===== src/design/rgblab_pkg.sv =====
// Shared constants for the RGB to l-alpha-beta converter: widths, matrix
// coefficients, clamp threshold and the log2 mantissa table.
// No dependencies.
package rgblab_pkg;

	localparam int SAMPLE_W  = 16;
	localparam int COEF_W    = 16;
	localparam int LMS_W     = 32;
	localparam int POS_W     = 5;
	localparam int ROM_ABITS = 6;
	localparam int ROM_DEPTH = (1 << ROM_ABITS) + 1;
	localparam int LOG_FRAC  = 24;
	localparam int ROM_W     = LOG_FRAC + 1;
	localparam int WEIGHT_W  = 16;
	localparam int DIFF_W    = 20;
	localparam int PROD_W    = DIFF_W + WEIGHT_W;
	localparam int MAG_W     = POS_W + LOG_FRAC;
	localparam int QLOG_W    = 27;
	localparam int LG_W      = QLOG_W + 1;
	localparam int ACC_W     = 58;
	localparam int OUT_W     = 21;
	localparam int RND_SH    = 2 * LOG_FRAC - 16;

	// value of the full LMS scale (2^32) in the pipeline's fraction format
	localparam int FRAC_POS = SAMPLE_W + COEF_W;

	localparam logic [63:0] THR_WIDE = ((64'd1 << FRAC_POS) + 64'd500000) / 64'd1000000;
	localparam logic [LMS_W-1:0] LMS_THR = THR_WIDE[LMS_W-1:0];

	localparam logic [30:0] LOG10_2_Q32 = 31'd1292913986;

	localparam logic signed [25:0] K_INV_SQRT3     = 26'sd9686330;
	localparam logic signed [25:0] K_INV_SQRT6     = 26'sd6849270;
	localparam logic signed [25:0] K_TWO_INV_SQRT6 = 26'sd13698540;
	localparam logic signed [25:0] K_INV_SQRT2     = 26'sd11863283;

	typedef logic [COEF_W-1:0] coef_arr_t [9];

	// rows L, M, S; columns red, green, blue
	localparam coef_arr_t LMS_COEF = '{
		16'd24976, 16'd37899, 16'd2635,
		16'd12891, 16'd47474, 16'd5125,
		16'd1579,  16'd8441,  16'd55339
	};

	typedef logic [ROM_W-1:0] rom_t [ROM_DEPTH];

	// log2(1 + i/2^ROM_ABITS) in Q0.24 by repeated squaring
	function automatic logic [ROM_W-1:0] log2_entry(input int unsigned i);
		logic [63:0]       y;
		logic [ROM_W-1:0]  r;
		y = 64'(((64'd1 << ROM_ABITS) + 64'(i)) << (30 - ROM_ABITS));
		r = '0;
		if (i >= (1 << ROM_ABITS)) begin
			r = ROM_W'(1) << LOG_FRAC;
		end else begin
			for (int b = LOG_FRAC - 1; b >= 0; b--) begin
				y = (y * y) >> 30;
				if (y >= (64'd1 << 31)) begin
					r[b] = 1'b1;
					y = y >> 1;
				end
			end
		end
		return r;
	endfunction

	function automatic rom_t build_log2_rom();
		rom_t t;
		for (int i = 0; i < ROM_DEPTH; i++) begin
			t[i] = log2_entry(i);
		end
		return t;
	endfunction

	localparam rom_t LOG2_ROM = build_log2_rom();

endpackage


===== src/design/rgblab_lms.sv =====
// RGB to LMS matrix with lower clamp, two pipeline stages.
// Uses rgblab_pkg.
module rgblab_lms (
	input  logic                          clk,
	input  logic                          en,
	input  logic [rgblab_pkg::SAMPLE_W-1:0] blue_sample,
	input  logic [rgblab_pkg::SAMPLE_W-1:0] green_sample,
	input  logic [rgblab_pkg::SAMPLE_W-1:0] red_sample,
	output logic [rgblab_pkg::LMS_W-1:0]  lms [3]
);

	logic [rgblab_pkg::LMS_W-1:0] prod_s1 [9];
	logic [rgblab_pkg::LMS_W-1:0] lms_s2 [3];
	logic [rgblab_pkg::SAMPLE_W-1:0] smp [3];
	logic [rgblab_pkg::LMS_W+1:0] sum [3];

	assign smp[0] = red_sample;
	assign smp[1] = green_sample;
	assign smp[2] = blue_sample;

	always_ff @(posedge clk) begin
		if (en) begin
			for (int k = 0; k < 9; k++) begin
				prod_s1[k] <= rgblab_pkg::LMS_W'(smp[k % 3]) *
					rgblab_pkg::LMS_W'(rgblab_pkg::LMS_COEF[k]);
			end
		end
	end

	always_comb begin
		for (int k = 0; k < 3; k++) begin
			sum[k] = (rgblab_pkg::LMS_W+2)'(prod_s1[3*k]) +
				(rgblab_pkg::LMS_W+2)'(prod_s1[3*k+1]) +
				(rgblab_pkg::LMS_W+2)'(prod_s1[3*k+2]);
		end
	end

	// row sums stay below 2^32, so the top bits are always zero
	always_ff @(posedge clk) begin
		if (en) begin
			for (int k = 0; k < 3; k++) begin
				if (sum[k][rgblab_pkg::LMS_W-1:0] <= rgblab_pkg::LMS_THR)
					lms_s2[k] <= rgblab_pkg::LMS_THR;
				else
					lms_s2[k] <= sum[k][rgblab_pkg::LMS_W-1:0];
			end
		end
	end

	assign lms = lms_s2;

endmodule


===== config.mk =====
export PLATFORM = sky130hd
export DESIGN_NAME = rgblab_lms
export DESIGN_NICKNAME = d
export VERILOG_FILES = /design/src/design/rgblab_pkg.sv /design/src/design/rgblab_lms.sv
export SDC_FILE = /design/constraint.sdc
export NUM_CORES = 2
export LEC_CHECK = 0
export BUFFER_PORTS_ARGS = -buffer_cell sky130_fd_sc_hd__clkbuf_2
export CORE_ASPECT_RATIO = 0.75
export CORE_MARGIN = 4
export CORE_UTILIZATION = 40
export DETAILED_ROUTE_END_ITERATION = 12
export HOLD_SLACK_MARGIN = 0.15
export PLACE_DENSITY = 0.58
export SYNTH_ARGS = -nofsm -noshare
export SYNTH_HDL_FRONTEND = slang
export SYNTH_SLANG_ARGS = --single-unit

===== constraint.sdc =====
create_clock -name clk -period 5.85 [get_ports clk]
set_clock_uncertainty 0.05 [all_clocks]
set_input_delay 0.2925 -clock clk [delete_from_list [all_inputs] [get_ports clk]]
set_output_delay 0.2925 -clock clk [all_outputs]
set_load 0.01 [all_outputs]

==> impl_results.md <==
* Status: finished, final reports clean
* Fin nets at 6325
* Critical Path Source Type: input port
* Largest net degree at the start of global routing at 143
* Place WS at -422.4 ps
* GRT Residual Overflow at 0
* Footprint of the multi-input gates at 32840 um^2
* First-pass GRT wire length at 207.7 mm
* IO buf count at 145
* WHS Path Cells at 2
* GP Congestion at 0.9974
* # fillers at 10.80k
* Share of cells above drive strength 1 at 11.87%
* Initial antenna violation count at 6
* Vias at 33.05k
* Final WS setup at 182.3 ps
* Root Buffer: clkbuf_16
* Sequential Area at 10450 um^2
* RR Endpoint: lms[10]
* Synth cell types at 81
* Max_cap viols at 0
* CP max FO at 6
* Sequential area share after synthesis at 22.58%
* YS warnings at 0
* Syn_area_per_cell at 10.62 um^2
* Number of H-tree levels at 2
* Initial Utilization at 40.52%
* Beginning of the worst hold path: blue_sample[1]
* Routed WL at 137.1 mm
* Drt drc at 0
* Min Tclk post-route at 5668 ps
* Setup crit start: blue_sample[0]
* R2R setup slack at 210 ps
* CP arrival at 5970 ps
* Worst Hold Class: in -> reg
* Final worst-path cycle share at 96.88%
* # IOs at 146
* Setup TNS at 0 ps
* Ys flop type: edfxtp_1
* Worst-margin pin slew at 931.4 ps
* Rel. slew slack at 37.75%
* RSZ-0062 raised after global routing: true
* Placed cells at 6304
* Post-synth top area cell: ha_1
* Worst Path Required at 6160 ps
* Avg WL per Cell at 21.44 um
* Clk sinks at 348
* Die Y at 302.5 um
* Final setup violating endpoints at 0
* Synthesized area at 46270 um^2
* Register bit total from synthesis at 348
* Core ar. at 114200 um^2
* Post-synth EDFFs at 348
* Finished Cell Area at 52860 um^2
* Syn nets at 5845
* Top-count cell post-synth: ha_1
* Fin cells at 6397
* Total track usage at 22.82%
* Via density at 5.167
* Clock slew seen by the registers of the worst setup and hold paths at 70 ps
* Cts bufs inserted at 43
* Post-synth top cells: ha_1, inv_1, fa_1
* Drt initial violations at 2607
* DIE WIDTH at 400.7 um
* Clk Latency, worst-skew pair at 630 ps
* Critical path class: in -> reg
* Max Clk Rate at 176.4 MHz
* Worst setup EP type: flip-flop
* Total placed instance area at 51150 um^2
* Ys async rst share at 0%
* Area grow syn2layout at 14.24%
* Dominant cells by area after synthesis: ha_1, edfxtp_1, fa_1
* Final Slew Violations at 0
* Hpwl dp at 119.1 mm
* TritonCTS clock tree: built
* R2R depth at 15
* Worst-case clock buffer depth at 3
* Hold Vio Cnt, Final at 0
* Row count at 107
* Die area at 121200 um^2
* Worst Hold End: prod_s1[0][257]
* Worst R2R Start: prod_s1[0][192]
* Detailed Routing Iterations Pass 1 at 6
* Yosys top cell area share at 25.34%
* Vias in the first global route at 32.95k
* Synth Instances at 4355
* Final antenna-violating net count at 0
## worst max-delay path, stage by stage
cell and delay, ps:
clkbuf_2 140, dlygate4sd3_1 600, ha_1 380, ha_1 300
inv_1 50, fa_1 540, inv_1 60, fa_1 500
fa_1 550, inv_1 60, fa_1 530, inv_1 40
ha_2 400, nand3_1 130, o211ai_1 290, a31oi_2 190
nor2b_1 200, o311ai_0 440, a21oi_1 150, xnor2_1 140
## per-stage QoR
step	hold WS, ps	util [%]
floorplan	341.4	-
global placement	591.8	44.79
detailed placement	589.5	44.79
CTS	150.3	46.12
global route	162.6	46.28
finish	193.5	46.29
## logic make-up (layout without fill, tap and decap cells)
logic type               count (synthesis)  count (layout)  share of synthesized area, %
adder cells (fa/ha/maj)               1440            1440                         47.10
buffers and inverters                  833            1346                         6.776
AND/OR/NAND/NOR                        744             744                         8.123
AO/OA/AOI/OAI                          703             703                         9.967
flip-flops                             348             348                         22.58
XOR/XNOR                               282             282                         5.338
multiplexers                             5               5                        0.1109
other                                    0               3                             0
## timing repair
item	CTS	global route
endpoints found under the setup margin	0	28
hold buffers	9	0
gates resized for setup	0	37
setup buffers	0	3
endpoints found under the hold margin	68	0
## metal layers
metal	GRT usage, %	up-vias	routed length (um)
li1	-	15950	-
met5	0	-	0
met1	35.55	16129	69100
met3	5.531	83	11330
met2	32.70	891	55190
met4	2.749	0	1496
## how the worst max path moves through the flow
stage / cells after the start / endpoint
2_1_floorplan: 24 / prod_s1[0][125]
3_3_place_gp: 25 / prod_s1[0][125]
3_5_place_dp: 25 / prod_s1[0][125]
4_1_cts: 21 / prod_s1[0][286]
5_1_grt: 23 / prod_s1[0][125]
6_report: 20 / prod_s1[0][287]
## state kept, by name, indices dropped and copies added, names as in the netlist
| signal | count |
|---|---|
| lms | 96 |
| prod_s1 | 252 |
## layout make-up
type	count	share of cell area, %
clock inverter	27	0.5468
multi-input combinational	3174	62.13
inverter	816	5.794
timing repair buffer	452	5.960
clock buffer	51	2.173
sequential	348	19.77
tap	1526	3.612
antenna	3	0.01420
## layout by cell type (no fill, tap or decap), drive strengths merged, types with 21 or more instances in the layout
| cell type | instances |
|---|---|
| o21bai | 31 |
| fa | 503 |
| clkbuf | 194 |
| nand2 | 148 |
| nand2b | 48 |
| and2 | 31 |
| xor2 | 101 |
| inv | 821 |
| o21ai | 128 |
| a31oi | 25 |
| and3 | 32 |
| or3 | 26 |
| nor2 | 177 |
| a211oi | 27 |
| edfxtp | 348 |
| buf | 300 |
| nor3 | 81 |
| a21o | 100 |
| nand3 | 66 |
| nor2b | 45 |
| ha | 937 |
| a21oi | 210 |
| xnor2 | 181 |
| o21a | 21 |
Power is left out: the tool's default activity adds up to more than one toggle a clock period on the data nets, which glitch-free logic cannot reach.
