==> config.mk <==
export PLATFORM = sky130hd
export DESIGN_NAME = rgblab_out
export DESIGN_NICKNAME = d
export VERILOG_FILES = /design/src/design/rgblab_pkg.sv /design/src/design/rgblab_out.sv
export SDC_FILE = /design/constraint.sdc
export NUM_CORES = 2
export LEC_CHECK = 0
export ABC_AREA = 1
export BUFFER_PORTS_ARGS = -buffer_cell sky130_fd_sc_hd__buf_2
export CAP_MARGIN = 20
export CELL_PAD_IN_SITES_DETAIL_PLACEMENT = 1
export CELL_PAD_IN_SITES_GLOBAL_PLACEMENT = 2
export CORE_ASPECT_RATIO = 1.25
export CORE_UTILIZATION = 37
export CTS_CLUSTER_DIAMETER = 40
export DETAILED_ROUTE_END_ITERATION = 16
export PLACE_DENSITY_LB_ADDON = 0.1
export SYNTH_ARGS = -nofsm -noshare
export SYNTH_HDL_FRONTEND = slang
export SYNTH_SLANG_ARGS = --single-unit
==> constraint.sdc <==
create_clock -name clk -period 8.2 [get_ports clk]
set_input_delay 0.41 -clock clk [delete_from_list [all_inputs] [get_ports clk]]
set_output_delay 0.41 -clock clk [all_outputs]
set_load 0.1 [all_outputs]
==> src/design/rgblab_pkg.sv <==
// Shared constants for the RGB to l-alpha-beta converter: widths, matrix
// coefficients, clamp threshold and the log2 mantissa table.
// No dependencies.
package rgblab_pkg;

	localparam int SAMPLE_W  = 16;
	localparam int COEF_W    = 16;
	localparam int LMS_W     = 32;
	localparam int POS_W     = 5;
	localparam int ROM_ABITS = 6;
	localparam int ROM_DEPTH = (1 << ROM_ABITS) + 1;
	localparam int LOG_FRAC  = 24;
	localparam int ROM_W     = LOG_FRAC + 1;
	localparam int WEIGHT_W  = 16;
	localparam int DIFF_W    = 20;
	localparam int PROD_W    = DIFF_W + WEIGHT_W;
	localparam int MAG_W     = POS_W + LOG_FRAC;
	localparam int QLOG_W    = 27;
	localparam int LG_W      = QLOG_W + 1;
	localparam int ACC_W     = 58;
	localparam int OUT_W     = 21;
	localparam int RND_SH    = 2 * LOG_FRAC - 16;

	// value of the full LMS scale (2^32) in the pipeline's fraction format
	localparam int FRAC_POS = SAMPLE_W + COEF_W;

	localparam logic [63:0] THR_WIDE = ((64'd1 << FRAC_POS) + 64'd500000) / 64'd1000000;
	localparam logic [LMS_W-1:0] LMS_THR = THR_WIDE[LMS_W-1:0];

	localparam logic [30:0] LOG10_2_Q32 = 31'd1292913986;

	localparam logic signed [25:0] K_INV_SQRT3     = 26'sd9686330;
	localparam logic signed [25:0] K_INV_SQRT6     = 26'sd6849270;
	localparam logic signed [25:0] K_TWO_INV_SQRT6 = 26'sd13698540;
	localparam logic signed [25:0] K_INV_SQRT2     = 26'sd11863283;

	typedef logic [COEF_W-1:0] coef_arr_t [9];

	// rows L, M, S; columns red, green, blue
	localparam coef_arr_t LMS_COEF = '{
		16'd24976, 16'd37899, 16'd2635,
		16'd12891, 16'd47474, 16'd5125,
		16'd1579,  16'd8441,  16'd55339
	};

	typedef logic [ROM_W-1:0] rom_t [ROM_DEPTH];

	// log2(1 + i/2^ROM_ABITS) in Q0.24 by repeated squaring
	function automatic logic [ROM_W-1:0] log2_entry(input int unsigned i);
		logic [63:0]       y;
		logic [ROM_W-1:0]  r;
		y = 64'(((64'd1 << ROM_ABITS) + 64'(i)) << (30 - ROM_ABITS));
		r = '0;
		if (i >= (1 << ROM_ABITS)) begin
			r = ROM_W'(1) << LOG_FRAC;
		end else begin
			for (int b = LOG_FRAC - 1; b >= 0; b--) begin
				y = (y * y) >> 30;
				if (y >= (64'd1 << 31)) begin
					r[b] = 1'b1;
					y = y >> 1;
				end
			end
		end
		return r;
	endfunction

	function automatic rom_t build_log2_rom();
		rom_t t;
		for (int i = 0; i < ROM_DEPTH; i++) begin
			t[i] = log2_entry(i);
		end
		return t;
	endfunction

	localparam rom_t LOG2_ROM = build_log2_rom();

endpackage

==> src/design/rgblab_out.sv <==
// Output matrix from log LMS to l, alpha, beta with rounding and saturation.
// Four pipeline stages, last one is the output register. Uses rgblab_pkg.
module rgblab_out (
	input  logic                                clk,
	input  logic                                en,
	input  logic signed [rgblab_pkg::LG_W-1:0]  lg [3],
	output logic signed [rgblab_pkg::OUT_W-1:0] lum_l,
	output logic signed [rgblab_pkg::OUT_W-1:0] chroma_alpha,
	output logic signed [rgblab_pkg::OUT_W-1:0] chroma_beta
);

	localparam int AW = rgblab_pkg::ACC_W;
	localparam int OW = rgblab_pkg::OUT_W;

	logic signed [AW-1:0] sum3_s1, sum2_s1, dif_s1, lgs_s1;
	logic signed [AW-1:0] pl_s2, pa1_s2, pa2_s2, pb_s2;
	logic signed [AW-1:0] acc [3];
	logic [AW-1:0]        mag_s3 [3];
	logic                 neg_s3 [3];
	logic signed [OW-1:0] res_s4 [3];

	function automatic logic signed [OW-1:0] round_sat(input logic [AW-1:0] m,
			input logic neg);
		logic [AW-1:0] q;
		logic signed [OW-1:0] r;
		q = (m + (AW'(1) << (rgblab_pkg::RND_SH - 1))) >> rgblab_pkg::RND_SH;
		if (neg) begin
			if (q >= (AW'(1) << (OW - 1)))
				r = {1'b1, {(OW-1){1'b0}}};
			else
				r = -$signed(q[OW-1:0]);
		end else begin
			if (q >= (AW'(1) << (OW - 1)) - AW'(1))
				r = {1'b0, {(OW-1){1'b1}}};
			else
				r = $signed(q[OW-1:0]);
		end
		return r;
	endfunction

	always_ff @(posedge clk) begin
		if (en) begin
			sum3_s1 <= AW'(lg[0]) + AW'(lg[1]) + AW'(lg[2]);
			sum2_s1 <= AW'(lg[0]) + AW'(lg[1]);
			dif_s1  <= AW'(lg[0]) - AW'(lg[1]);
			lgs_s1  <= AW'(lg[2]);
		end
	end

	always_ff @(posedge clk) begin
		if (en) begin
			pl_s2  <= sum3_s1 * AW'(rgblab_pkg::K_INV_SQRT3);
			pa1_s2 <= sum2_s1 * AW'(rgblab_pkg::K_INV_SQRT6);
			pa2_s2 <= lgs_s1 * AW'(rgblab_pkg::K_TWO_INV_SQRT6);
			pb_s2  <= dif_s1 * AW'(rgblab_pkg::K_INV_SQRT2);
		end
	end

	assign acc[0] = pl_s2;
	assign acc[1] = pa1_s2 - pa2_s2;
	assign acc[2] = pb_s2;

	always_ff @(posedge clk) begin
		if (en) begin
			for (int k = 0; k < 3; k++) begin
				neg_s3[k] <= acc[k][AW-1];
				mag_s3[k] <= acc[k][AW-1] ? AW'(-acc[k]) : AW'(acc[k]);
			end
		end
	end

	always_ff @(posedge clk) begin
		if (en) begin
			for (int k = 0; k < 3; k++) begin
				res_s4[k] <= round_sat(mag_s3[k], neg_s3[k]);
			end
		end
	end

	assign lum_l        = res_s4[0];
	assign chroma_alpha = res_s4[1];
	assign chroma_beta  = res_s4[2];

endmodule

==> results.json <==
{
  "outcome": "finished, final reports clean",
  "grt_pass1_vias": 70900,
  "clock_sinks": 479,
  "hold_buffers": 25,
  "num_vias": 62600,
  "core-area_um2": 219000,
  "antenna_found_initial": 22,
  "die_w_um": 421,
  "crit_top_cell": "fa_1",
  "wl_per_cell_um": 20.5,
  "finalHoldViolCount": 0,
  "grt_max_degree": 160,
  "crit_start": "sum3_s1[56]",
  "hold_path.class": "in -> reg",
  "drtAntennaViolNets": 0,
  "yosysWarnings": 0,
  "die_h_um": 526,
  "synthArstFlopShare_pct": 0,
  "rows": 192,
  "seq_area_frac_synth_pct": 17.7,
  "syn_area_um2": 81300,
  "use_met2_pct": 44.8,
  "max_freq_mhz": 140,
  "required_ns": 8.67,
  "first_iter_violations": 2387,
  "totalWireLength_mm": 264,
  "busiest_layer": "met2",
  "netlist_instances": 9610,
  "start_util_pct": 37.2,
  "place.gp.congestion": 0.931,
  "drv_slew": 0,
  "place_inst": 12600,
  "viasPerCell": 4.87,
  "postCtsSetupBuffers": 0,
  "period_minus_slack_ns": 7.13,
  "yosys.cell_types.count": 72,
  "seq_area_um2": 14400,
  "grt_use_met1_pct": 29.5,
  "clock_skew_ns": 0.0689,
  "met3_usage_pct": 1.86,
  "fin_crit_sh_pct": 87.0,
  "grt_pass1_wl_mm": 411,
  "fin_tns_setup_ns": 0,
  "grt-ovfl-total": 0,
  "cp-end-kind": "register",
  "rsz0062_at_grt": "no",
  "cts_tree": "yes",
  "arrival_ns": 7.60,
  "root_buffer": "clkbuf_16",
  "multi_input_area_um2": 56700,
  "die-area_um2": 222000,
  "maxSlewHeadroom_pct": 29.7,
  "max_cap_viol_count": 0,
  "route.detailed.drc": 0,
  "syn2layout_area_growth_pct": 9.74,
  "io_pins": 149,
  "path_clk_slew_ns": 0.06,
  "cts-resized-gates": 0,
  "critical_path_class": "reg -> reg",
  "setup_violations": 0,
  "cts_buffers": 95,
  "fin_nets": 12100,
  "hold_slack_ns": 0.0696,
  "critPathMaxFanout": 16,
  "crit_chain": "ha_1 -> fa_1 -> inv_1 -> fa_1 -> inv_1 -> fa_1 -> inv_1 -> fa_1 -> fa_1 -> inv_1 -> fa_1 -> inv_1 -> ha_1 -> nand2_1 -> nor2_1 -> nand2_1 -> nor4_1 -> nand3_1 -> nand3_1 -> nand2_1 -> o211ai_1 -> a21oi_1 -> xor2_1",
  "cts_buffer_depth": 3,
  "dr.pass1.iters": 5,
  "synthFlopType": "edfxtp_1",
  "crit_path_start_kind": "register",
  "drive_above_1_share_pct": 4.54,
  "nFillCells": 26100,
  "crit_slowest_cell": "edfxtp_1",
  "worst_skew_pair.late_latency_ns": 0.74,
  "tightest_slew_ns": 1.05,
  "grt_usage_pct": 24.1,
  "htree_levels": 3,
  "hold_start": "lg[2]",
  "numPortBuffers": 148,
  "ys_ff_latch": 479,
  "dp_hpwl_mm": 235,
  "slowest_delay_ns": 0.84,
  "final_cells": 12900,
  "r2r-start": "sum3_s1[56]",
  "syn_area_per_cell_um2": 8.46,
  "synth-edff-count": 479
}
-- cell usage after synthesis, types with 13 or more instances --
| cell | number | area [um^2] |
|---|---|---|
| nand4_1 | 77 | 482 |
| inv_1 | 2645 | 9930 |
| o211ai_1 | 20 | 150 |
| fa_1 | 1058 | 21200 |
| a21boi_0 | 19 | 143 |
| nand2_1 | 1456 | 5470 |
| nor2_1 | 652 | 2450 |
| nor2_2 | 15 | 93.8 |
| a31oi_1 | 69 | 432 |
| ha_1 | 1095 | 13700 |
| clkbuf_1 | 33 | 124 |
| o21a_1 | 30 | 225 |
| nand3_2 | 13 | 130 |
| nor4_1 | 51 | 319 |
| xnor2_1 | 157 | 1380 |
| xor2_1 | 346 | 3030 |
| edfxtp_1 | 479 | 14400 |
| o21ai_1 | 18 | 90.1 |
| o21ai_0 | 274 | 1370 |
| nand3_1 | 308 | 1540 |
| nor3_1 | 83 | 415 |
| a21oi_1 | 469 | 2350 |
| a21o_1 | 27 | 203 |
| or2_2 | 22 | 138 |
| o21bai_1 | 30 | 225 |
| nand3b_1 | 19 | 143 |
-- kinds of logic (layout without fill, tap and decap cells) --
| family | after synthesis | in the layout | share of synthesized area (%) |
|---|---|---|---|
| AO/OA/AOI/OAI | 1008 | 1008 | 6.92 |
| XOR/XNOR | 508 | 508 | 5.53 |
| adder cells (fa/ha/maj) | 2157 | 2157 | 42.9 |
| buffers and inverters | 2712 | 3040 | 12.6 |
| flip-flops | 479 | 479 | 17.7 |
| multiplexers | 5 | 5 | 0.0677 |
| other | 1 | 7 | 0.00461 |
| AND/OR/NAND/NOR | 2740 | 2740 | 14.3 |
-- through the flow --
stage / cell area (um^2) / setup slack (ns) / util, %
2_1_floorplan: 81300 / 0.513 / -
4_1_cts: 89200 / 1.02 / 40.8
6_report: 89300 / 1.07 / 40.8
3_5_place_dp: 85700 / 1.06 / 39.2
5_1_grt: 89300 / 0.667 / 40.8
3_3_place_gp: 85700 / 1.12 / 39.2
-- final timing paths --
path,end,slack [ns],cells past startpoint
min reg2reg,mag_s3[0][44],0.60,1
max reg2reg,pl_s2[57],1.07,23
max,pl_s2[57],1.07,23
min,lgs_s1[2],0.07,1
-- cell type report --
| cell class | instances | share of cell area (%) |
|---|---|---|
| Multi-Input combinational cell | 6420 | 63.5 |
| Sequential cell | 479 | 16.1 |
| Inverter | 2662 | 11.2 |
| Tap cell | 2910 | 4.08 |
| Clock buffer | 100 | 2.71 |
| Timing Repair Buffer | 199 | 1.35 |
| Clock inverter | 79 | 0.983 |
| Antenna cell | 5 | 0.0140 |
-- worst max-delay path: cells and delay by family, from the launching register on --
family / cells / cell delay, ns
fa+ha+maj: 8 / 4.16
flops: 1 / 0.84
compound gates: 2 / 0.27
xor+xnor: 1 / 0.16
buf+inv: 5 / 0.29
simple gates: 7 / 1.11
-- sequential cells by signal (all words and copies together), names as in the netlist --
signal,flops
dif_s1,28
neg_s3,3
pa2_s2,51
sum2_s1,29
mag_s3,81
pl_s2,57
lgs_s1,28
res_s4,63
pb_s2,58
sum3_s1,30
pa1_s2,51
-- cell usage in the layout, fill, tap and decap left out, types with 9 or more instances in the layout --
cell / n
a21oi_1: 469
o31ai_1: 9
nand3b_1: 19
buf_2: 147
o211ai_1: 20
clkinv_4: 10
clkbuf_16: 96
a21o_1: 27
ha_1: 1095
inv_2: 12
o21a_1: 30
buf_4: 25
or2_2: 22
fa_1: 1058
inv_1: 2645
nor2_1: 652
nand4_1: 77
nand3_2: 13
clkinv_1: 13
a21boi_0: 19
nor3_2: 9
o21bai_1: 30
o21ai_0: 274
nand3_1: 308
nand2_1: 1456
inv_6: 23
inv_8: 9
nor3_1: 83
o21ai_1: 18
nor4_1: 51
a31oi_1: 69
edfxtp_1: 479
xnor2_1: 157
dlygate4sd3_1: 25
clkinv_2: 10
xor2_1: 346
nor2_2: 15
-- per-layer routing --
metal,wire length (um),vias up
met5,8,-
met4,7930,2
met3,6350,311
met2,137000,808
met1,113000,31200
li1,-,30200
Power is left out: the tool's default activity adds up to more than one toggle a clock period on the data nets, which glitch-free logic cannot reach.
