--- src/design/rgblab_pkg.sv ---
// Shared constants for the RGB to l-alpha-beta converter: widths, matrix
// coefficients, clamp threshold and the log2 mantissa table.
// No dependencies.
package rgblab_pkg;

	localparam int SAMPLE_W  = 16;
	localparam int COEF_W    = 16;
	localparam int LMS_W     = 32;
	localparam int POS_W     = 5;
	localparam int ROM_ABITS = 6;
	localparam int ROM_DEPTH = (1 << ROM_ABITS) + 1;
	localparam int LOG_FRAC  = 24;
	localparam int ROM_W     = LOG_FRAC + 1;
	localparam int WEIGHT_W  = 16;
	localparam int DIFF_W    = 20;
	localparam int PROD_W    = DIFF_W + WEIGHT_W;
	localparam int MAG_W     = POS_W + LOG_FRAC;
	localparam int QLOG_W    = 27;
	localparam int LG_W      = QLOG_W + 1;
	localparam int ACC_W     = 58;
	localparam int OUT_W     = 21;
	localparam int RND_SH    = 2 * LOG_FRAC - 16;

	// value of the full LMS scale (2^32) in the pipeline's fraction format
	localparam int FRAC_POS = SAMPLE_W + COEF_W;

	localparam logic [63:0] THR_WIDE = ((64'd1 << FRAC_POS) + 64'd500000) / 64'd1000000;
	localparam logic [LMS_W-1:0] LMS_THR = THR_WIDE[LMS_W-1:0];

	localparam logic [30:0] LOG10_2_Q32 = 31'd1292913986;

	localparam logic signed [25:0] K_INV_SQRT3     = 26'sd9686330;
	localparam logic signed [25:0] K_INV_SQRT6     = 26'sd6849270;
	localparam logic signed [25:0] K_TWO_INV_SQRT6 = 26'sd13698540;
	localparam logic signed [25:0] K_INV_SQRT2     = 26'sd11863283;

	typedef logic [COEF_W-1:0] coef_arr_t [9];

	// rows L, M, S; columns red, green, blue
	localparam coef_arr_t LMS_COEF = '{
		16'd24976, 16'd37899, 16'd2635,
		16'd12891, 16'd47474, 16'd5125,
		16'd1579,  16'd8441,  16'd55339
	};

	typedef logic [ROM_W-1:0] rom_t [ROM_DEPTH];

	// log2(1 + i/2^ROM_ABITS) in Q0.24 by repeated squaring
	function automatic logic [ROM_W-1:0] log2_entry(input int unsigned i);
		logic [63:0]       y;
		logic [ROM_W-1:0]  r;
		y = 64'(((64'd1 << ROM_ABITS) + 64'(i)) << (30 - ROM_ABITS));
		r = '0;
		if (i >= (1 << ROM_ABITS)) begin
			r = ROM_W'(1) << LOG_FRAC;
		end else begin
			for (int b = LOG_FRAC - 1; b >= 0; b--) begin
				y = (y * y) >> 30;
				if (y >= (64'd1 << 31)) begin
					r[b] = 1'b1;
					y = y >> 1;
				end
			end
		end
		return r;
	endfunction

	function automatic rom_t build_log2_rom();
		rom_t t;
		for (int i = 0; i < ROM_DEPTH; i++) begin
			t[i] = log2_entry(i);
		end
		return t;
	endfunction

	localparam rom_t LOG2_ROM = build_log2_rom();

endpackage

--- src/design/rgblab_log10.sv ---
// Fixed-point log10 of one LMS value: normalise, table with interpolation,
// scale by log10(2). Five pipeline stages. Uses rgblab_pkg.
module rgblab_log10 (
	input  logic                                clk,
	input  logic                                en,
	input  logic [rgblab_pkg::LMS_W-1:0]        v,
	output logic signed [rgblab_pkg::LG_W-1:0]  lg
);

	logic [rgblab_pkg::POS_W-1:0]    pos;
	logic [rgblab_pkg::POS_W-1:0]    p_s1, p_s2, p_s3;
	logic [rgblab_pkg::LMS_W-1:0]    v_s1;
	logic [rgblab_pkg::LMS_W-1:0]    norm;
	logic [rgblab_pkg::ROM_ABITS-1:0] addr;
	logic [rgblab_pkg::ROM_W-1:0]    t0, t1;
	logic [rgblab_pkg::ROM_W-1:0]    t0_s2, t0_s3;
	logic [rgblab_pkg::DIFF_W-1:0]   diff_s2;
	logic [rgblab_pkg::WEIGHT_W-1:0] w_s2;
	logic [rgblab_pkg::PROD_W-1:0]   prod_s3;
	logic [rgblab_pkg::ROM_W-1:0]    frac;
	logic [5:0]                      ipart;
	logic [rgblab_pkg::MAG_W-1:0]    mag_s4;
	logic [60:0]                     scaled;
	logic [rgblab_pkg::QLOG_W-1:0]   q_s5;

	// index of the top set bit
	always_comb begin
		pos = '0;
		for (int i = 0; i < rgblab_pkg::LMS_W; i++) begin
			if (v[i])
				pos = rgblab_pkg::POS_W'(i);
		end
	end

	always_ff @(posedge clk) begin
		if (en) begin
			p_s1 <= pos;
			v_s1 <= v;
		end
	end

	assign norm = v_s1 << (5'd31 - p_s1);
	assign addr = norm[30:31-rgblab_pkg::ROM_ABITS];
	assign t0   = rgblab_pkg::LOG2_ROM[addr];
	assign t1   = rgblab_pkg::LOG2_ROM[{1'b0, addr} + 7'd1];

	always_ff @(posedge clk) begin
		if (en) begin
			t0_s2   <= t0;
			diff_s2 <= rgblab_pkg::DIFF_W'(t1 - t0);
			w_s2    <= norm[30-rgblab_pkg::ROM_ABITS -: rgblab_pkg::WEIGHT_W];
			p_s2    <= p_s1;
		end
	end

	always_ff @(posedge clk) begin
		if (en) begin
			prod_s3 <= rgblab_pkg::PROD_W'(diff_s2) * rgblab_pkg::PROD_W'(w_s2);
			t0_s3   <= t0_s2;
			p_s3    <= p_s2;
		end
	end

	// log2 is (p - 32) + frac, never positive: hold its magnitude
	assign frac  = t0_s3 + rgblab_pkg::ROM_W'(prod_s3 >> 16);
	assign ipart = 6'd32 - {1'b0, p_s3};

	always_ff @(posedge clk) begin
		if (en)
			mag_s4 <= {ipart[4:0], 24'd0} - rgblab_pkg::MAG_W'(frac);
	end

	assign scaled = 61'(mag_s4) * 61'(rgblab_pkg::LOG10_2_Q32) + (61'd1 << 31);

	always_ff @(posedge clk) begin
		if (en)
			q_s5 <= scaled[32 +: rgblab_pkg::QLOG_W];
	end

	assign lg = -$signed({1'b0, q_s5});

endmodule

--- config.mk ---
export PLATFORM = sky130hd
export DESIGN_NAME = rgblab_log10
export DESIGN_NICKNAME = d
export VERILOG_FILES = /design/src/design/rgblab_pkg.sv /design/src/design/rgblab_log10.sv
export SDC_FILE = /design/constraint.sdc
export NUM_CORES = 2
export LEC_CHECK = 0
export ABC_AREA = 1
export BUFFER_PORTS_ARGS = -buffer_cell sky130_fd_sc_hd__buf_2
export CORE_MARGIN = 3
export CORE_UTILIZATION = 55
export DETAILED_ROUTE_END_ITERATION = 8
export HOLD_SLACK_MARGIN = 0.03
export PLACE_DENSITY = 0.75
export SETUP_SLACK_MARGIN = 0.4
export SLEW_MARGIN = 20
export SYNTH_ARGS = -nofsm -noshare
export SYNTH_HDL_FRONTEND = slang
export SYNTH_SLANG_ARGS = --single-unit
export TNS_END_PERCENT = 1
--- constraint.sdc ---
create_clock -name clk -period 7.15 [get_ports clk]
set_clock_uncertainty 0.2 [all_clocks]
set_input_delay 1.0725 -clock clk [delete_from_list [all_inputs] [get_ports clk]]
set_output_delay 1.0725 -clock clk [all_outputs]
set_load 0.03 [all_outputs]
==> results_tabular.tex <==
\begin{tabular}{lr}
\hline
Metric & Value \\
\hline
\multicolumn{2}{l}{\textbf{Status}} \\
\quad Outcome & complete, no violations \\
\multicolumn{2}{l}{\textbf{Clock tree}} \\
\quad Root buf cell & sky130\_fd\_sc\_hd\_\_clkbuf\_16 \\
\quad Num CTS Buffers & 26 \\
\quad Clk sinks & 206 \\
\quad Max Buffers Root-to-Sink & 3 \\
\quad Clk pin slew, worst setup/hold paths & 60 ps \\
\quad TritonCTS clock tree & built \\
\quad CTS HTree Levels & 1 \\
\quad Clock latency of the later-clocked register in the worst-skew pair & 570 ps \\
\quad Post-CTS Hold Buffers & 0 \\
\multicolumn{2}{l}{\textbf{STA}} \\
\quad Remaining max-slew budget at the tightest pin & 32.46\% \\
\quad Worst-margin pin slew & 1013 ps \\
\quad Setup TNS & 0 ps \\
\quad Post-route worst setup slack & 161.7 ps \\
\quad Fin. max-slew vios & 0 \\
\quad Setup violation total in the final timing report & 0 \\
\quad Count of endpoints failing hold in the final timing report & 0 \\
\quad Share of the clock period used by the worst path after layout & 97.74\% \\
\quad Peak Freq & 143.1 MHz \\
\quad Final period demand of the worst path & 6988 ps \\
\quad Setup repair after global routing missed its margin & true \\
\multicolumn{2}{l}{\textbf{Critical path}} \\
\quad CP max stage delay & 520 ps \\
\quad Setup crit start kind & flop \\
\quad Source of the critical timing path & mag\_s4[24]\$\_DFFE\_PP\_ \\
\quad Launch instance of the worst register-to-register path & mag\_s4[24]\$\_DFFE\_PP\_ \\
\quad Worst Path Required & 7250 ps \\
\quad Crit path capture type & flop \\
\quad Signal arrival time at the worst endpoint & 7080 ps \\
\quad Critical Setup Path Class & flop to flop \\
\quad Critical Path Fanout Max & 4 \\
\quad Slowest-stage cell, CP & sky130\_fd\_sc\_hd\_\_fa\_1 \\
\multicolumn{2}{l}{\textbf{Global routing}} \\
\quad Sum of overflow across all layers after global routing & 0 \\
\quad Via count of the first global-routing pass & 31770 \\
\quad Pin count of the biggest net entering global routing & 93 \\
\quad Total routing resource utilization after global routing & 30.03\% \\
\quad Initial antenna violation count & 0 \\
\quad Global-route wire length before repair & 170.0 mm \\
\multicolumn{2}{l}{\textbf{Synthesis}} \\
\quad Syn Nets & 5673 \\
\quad Post-synth top area share & 23.64\% \\
\quad Fraction of synthesis flops using an asynchronous set or reset pin & 0\% \\
\quad Share of synthesized area occupied by flip-flops and latches & 16.49\% \\
\quad Synthesis Warnings & 0 \\
\quad Post-synthesis sequential element count & 206 \\
\quad Number of flops mapped to enable cells by yosys & 206 \\
\quad Cell taking the most area after synthesis & sky130\_fd\_sc\_hd\_\_fa\_1 \\
\quad Mapped Avg Cell Area & 8.031 µm² \\
\quad Cell count after synthesis & 4672 \\
\quad Top cells by area, synth & sky130\_fd\_sc\_hd\_\_fa\_1 (24\%), sky130\_fd\_sc\_hd\_\_ha\_1 (17\%), sky130\_fd\_sc\_hd\_\_edfxtp\_1 (16\%) \\
\quad Syn Std Cell Area & 0.03752 mm² \\
\quad Number of distinct library cells after synthesis & 63 \\
\quad Main synth FF type & sky130\_fd\_sc\_hd\_\_edfxtp\_1 \\
\multicolumn{2}{l}{\textbf{Routing}} \\
\quad Vias & 32060 \\
\quad Number of iterations in the first detailed-routing pass & 9 \\
\quad Drt drc & 0 \\
\quad Final routed wire length divided by cell count & 18.85 µm \\
\quad Sum of routed wire length over all layers & 107.3 mm \\
\quad DRC marker count from the first detailed-route iteration & 3411 \\
\quad Final ANT Viol Nets & 0 \\
\quad Per-cell via count in the routed design & 5.631 \\
\multicolumn{2}{l}{\textbf{Die}} \\
\quad Initial standard-cell utilization of the core & 55.67\% \\
\quad Die H & 267.2 µm \\
\quad Top-level port count & 62 \\
\quad Width of the die & 267.2 µm \\
\quad Cell row count & 95 \\
\quad Placeable core area & 0.06740 mm² \\
\quad Area enclosed by the die boundary & 0.07139 mm² \\
\multicolumn{2}{l}{\textbf{Placed design}} \\
\quad Dpl cell area & 0.03930 mm² \\
\quad Post-DP HPWL & 86.48 mm \\
\quad Weighted congestion at the end of routability-driven global placement & 1.018 \\
\quad Worst Setup Slack post-DPL & -89.63 ps \\
\quad Port buffer count & 61 \\
\quad Cell count after placement & 5590 \\
\multicolumn{2}{l}{\textbf{Job}} \\
\quad Max capacitance violation total & 0 \\
\multicolumn{2}{l}{\textbf{Final layout}} \\
\quad Proportion of layout cells with a drive suffix above 1 & 10.58\% \\
\quad Number of nets in the layout & 5803 \\
\quad Area growth syn-to-layout & 10.41\% \\
\quad Cell area after layout & 0.04143 mm² \\
\quad Filler-free cell count of the finished design & 5693 \\
\quad Count of antenna diodes in the layout & 0 \\
\quad Fillcell total & 5709 \\
\multicolumn{2}{l}{\textbf{Worst hold path}} \\
\quad Start point of the worst min-delay path & t0\_s2[15]\$\_DFFE\_PP\_ \\
\quad Hold Path Class & flop to flop \\
\hline
\end{tabular}
[per-layer routing]
| metal | global-route usage, % | share of wire (%) | vias up |
|---|---|---|---|
| met5 | 0 | 0 | - |
| met4 | 9.810 | 3.9 | 0 |
| met3 | 4.042 | 8.4 | 285 |
| met2 | 49.09 | 46 | 1510 |
| met1 | 41.50 | 42 | 15260 |
| li1 | - | - | 15010 |
[sequential cells by signal, indices dropped and copies added, names as in the netlist]
| name | cells |
|---|---|
| mag_s4 | 29 |
| p_s1 | 5 |
| prod_s3 | 20 |
| v_s1 | 31 |
| diff_s2 | 20 |
| p_s3 | 5 |
| q_s5 | 27 |
| p_s2 | 5 |
| w_s2 | 16 |
| t0_s3 | 24 |
| t0_s2 | 24 |
[worst paths after layout]
kind	end	slack, ps	depth (start not counted)
max	q_s5[24]$_DFFE_PP_	160	26
min	t0_s3[15]$_DFFE_PP_	220	0
max reg2reg	q_s5[24]$_DFFE_PP_	160	26
min reg2reg	t0_s3[15]$_DFFE_PP_	220	0
[final cells by class]
type / count / area, µm² / area share [%]
clock buffers: 30 / 665.6 / 1.607
clock inverters: 16 / 153.9 / 0.3715
inverters: 1005 / 3776 / 9.115
multi-input cells: 3311 / 27790 / 67.07
flip-flops and latches: 206 / 6186 / 14.93
well taps: 873 / 1092 / 2.637
repair buffers: 252 / 1768 / 4.268
[kinds of logic (layout without fill, tap and decap cells)]
group / after synthesis / count (layout) / synth area share, %
xor gates and xnor gates: 161 / 161 / 3.778
DFF: 206 / 206 / 16.49
buffers and inverters: 1155 / 1303 / 11.99
adders and majority gates: 967 / 967 / 41.11
AOI/OAI and AO/OA: 588 / 588 / 9.057
and+or+nand+nor: 1593 / 1593 / 17.53
muxes: 2 / 2 / 0.05336
[synthesized netlist by cell type (3+ instances only)]
cell type                  instances
sky130_fd_sc_hd__o21bai_1         15
sky130_fd_sc_hd__o21ai_0         181
sky130_fd_sc_hd__o21a_1           10
sky130_fd_sc_hd__o311ai_0          6
sky130_fd_sc_hd__o211ai_1         37
sky130_fd_sc_hd__nand4_1          29
sky130_fd_sc_hd__buf_1             5
sky130_fd_sc_hd__edfxtp_1        206
sky130_fd_sc_hd__nand2_1         979
sky130_fd_sc_hd__inv_2            10
sky130_fd_sc_hd__nor3_2           12
sky130_fd_sc_hd__o22ai_1          14
sky130_fd_sc_hd__inv_1           994
sky130_fd_sc_hd__a221oi_1          6
sky130_fd_sc_hd__buf_4            13
sky130_fd_sc_hd__buf_2            35
sky130_fd_sc_hd__o21ai_1          54
sky130_fd_sc_hd__or2_2             6
sky130_fd_sc_hd__o221ai_1          8
sky130_fd_sc_hd__nand3b_1          4
sky130_fd_sc_hd__nor4_1           12
sky130_fd_sc_hd__nor2_4            5
sky130_fd_sc_hd__nor2_2            4
sky130_fd_sc_hd__nand3_1         178
sky130_fd_sc_hd__xnor2_1          55
sky130_fd_sc_hd__o21ai_2          10
sky130_fd_sc_hd__nand2_2           4
sky130_fd_sc_hd__ha_1            524
sky130_fd_sc_hd__buf_6             9
sky130_fd_sc_hd__and3_1            3
sky130_fd_sc_hd__a21o_1           11
sky130_fd_sc_hd__o31ai_1           6
sky130_fd_sc_hd__a31oi_1          33
sky130_fd_sc_hd__nor2_1          315
sky130_fd_sc_hd__xor2_1          105
sky130_fd_sc_hd__clkbuf_1         88
sky130_fd_sc_hd__fa_1            443
sky130_fd_sc_hd__a21oi_1         177
sky130_fd_sc_hd__nor3_1           32
[placed cells by master, fill, tap and decap left out, types with 8 or more instances in the layout]
master                      Yosys  final
sky130_fd_sc_hd__ha_1         524    480
sky130_fd_sc_hd__nand4_1       29     29
sky130_fd_sc_hd__nor3_2        12     13
sky130_fd_sc_hd__o21bai_1      15     15
sky130_fd_sc_hd__inv_2         10     26
sky130_fd_sc_hd__nor3_1        32     28
sky130_fd_sc_hd__nor4_1        12     10
sky130_fd_sc_hd__a21oi_1      177    170
sky130_fd_sc_hd__nor2_2         4     28
sky130_fd_sc_hd__nand2_1      979    957
sky130_fd_sc_hd__xor2_1       105     99
sky130_fd_sc_hd__clkbuf_16      0     26
sky130_fd_sc_hd__o22ai_1       14     14
sky130_fd_sc_hd__xnor2_1       55     50
sky130_fd_sc_hd__o21ai_0      181    175
sky130_fd_sc_hd__inv_1        994    977
sky130_fd_sc_hd__a21o_1        11     11
sky130_fd_sc_hd__o221ai_1       8      8
sky130_fd_sc_hd__o21a_1        10     10
sky130_fd_sc_hd__ha_4           0     37
sky130_fd_sc_hd__nand3_1      178    171
sky130_fd_sc_hd__edfxtp_1     206    206
sky130_fd_sc_hd__o21ai_2       10     13
sky130_fd_sc_hd__buf_4         13    188
sky130_fd_sc_hd__nor2_1       315    284
sky130_fd_sc_hd__nand2_2        4     21
sky130_fd_sc_hd__o211ai_1      37     37
sky130_fd_sc_hd__o21ai_1       54     57
sky130_fd_sc_hd__nor2_4         5     12
sky130_fd_sc_hd__fa_1         443    438
sky130_fd_sc_hd__buf_2         35     60
sky130_fd_sc_hd__a31oi_1       33     31
[what timing repair did]
item	in CTS	in global routing
cloned	0	0
pin swaps	49	61
gates resized for setup	74	108
endpoints found under the setup margin	24	41
buffers inserted	26	31
[worst max-delay path: cells and delay by family (launching register included)]
| family | cells | cell delay [ps] |
|---|---|---|
| xor gates and xnor gates | 1 | 220 |
| and+or+nand+nor | 10 | 1490 |
| adders and majority gates | 9 | 3820 |
| AOI/OAI and AO/OA | 1 | 100 |
| buffers and inverters | 5 | 360 |
| DFF | 1 | 510 |
[through the flow]
| stage | hold WS, ps | util [%] |
|---|---|---|
| floorplan | 200.3 | - |
| global placement | 200.9 | 58.32 |
| detailed placement | 204.5 | 58.32 |
| CTS | 216.9 | 60.30 |
| global route | 223.0 | 61.47 |
| finish | 215.2 | 61.47 |
Power is left out: the tool's default activity adds up to more than one toggle a clock period on the data nets, which glitch-free logic cannot reach.
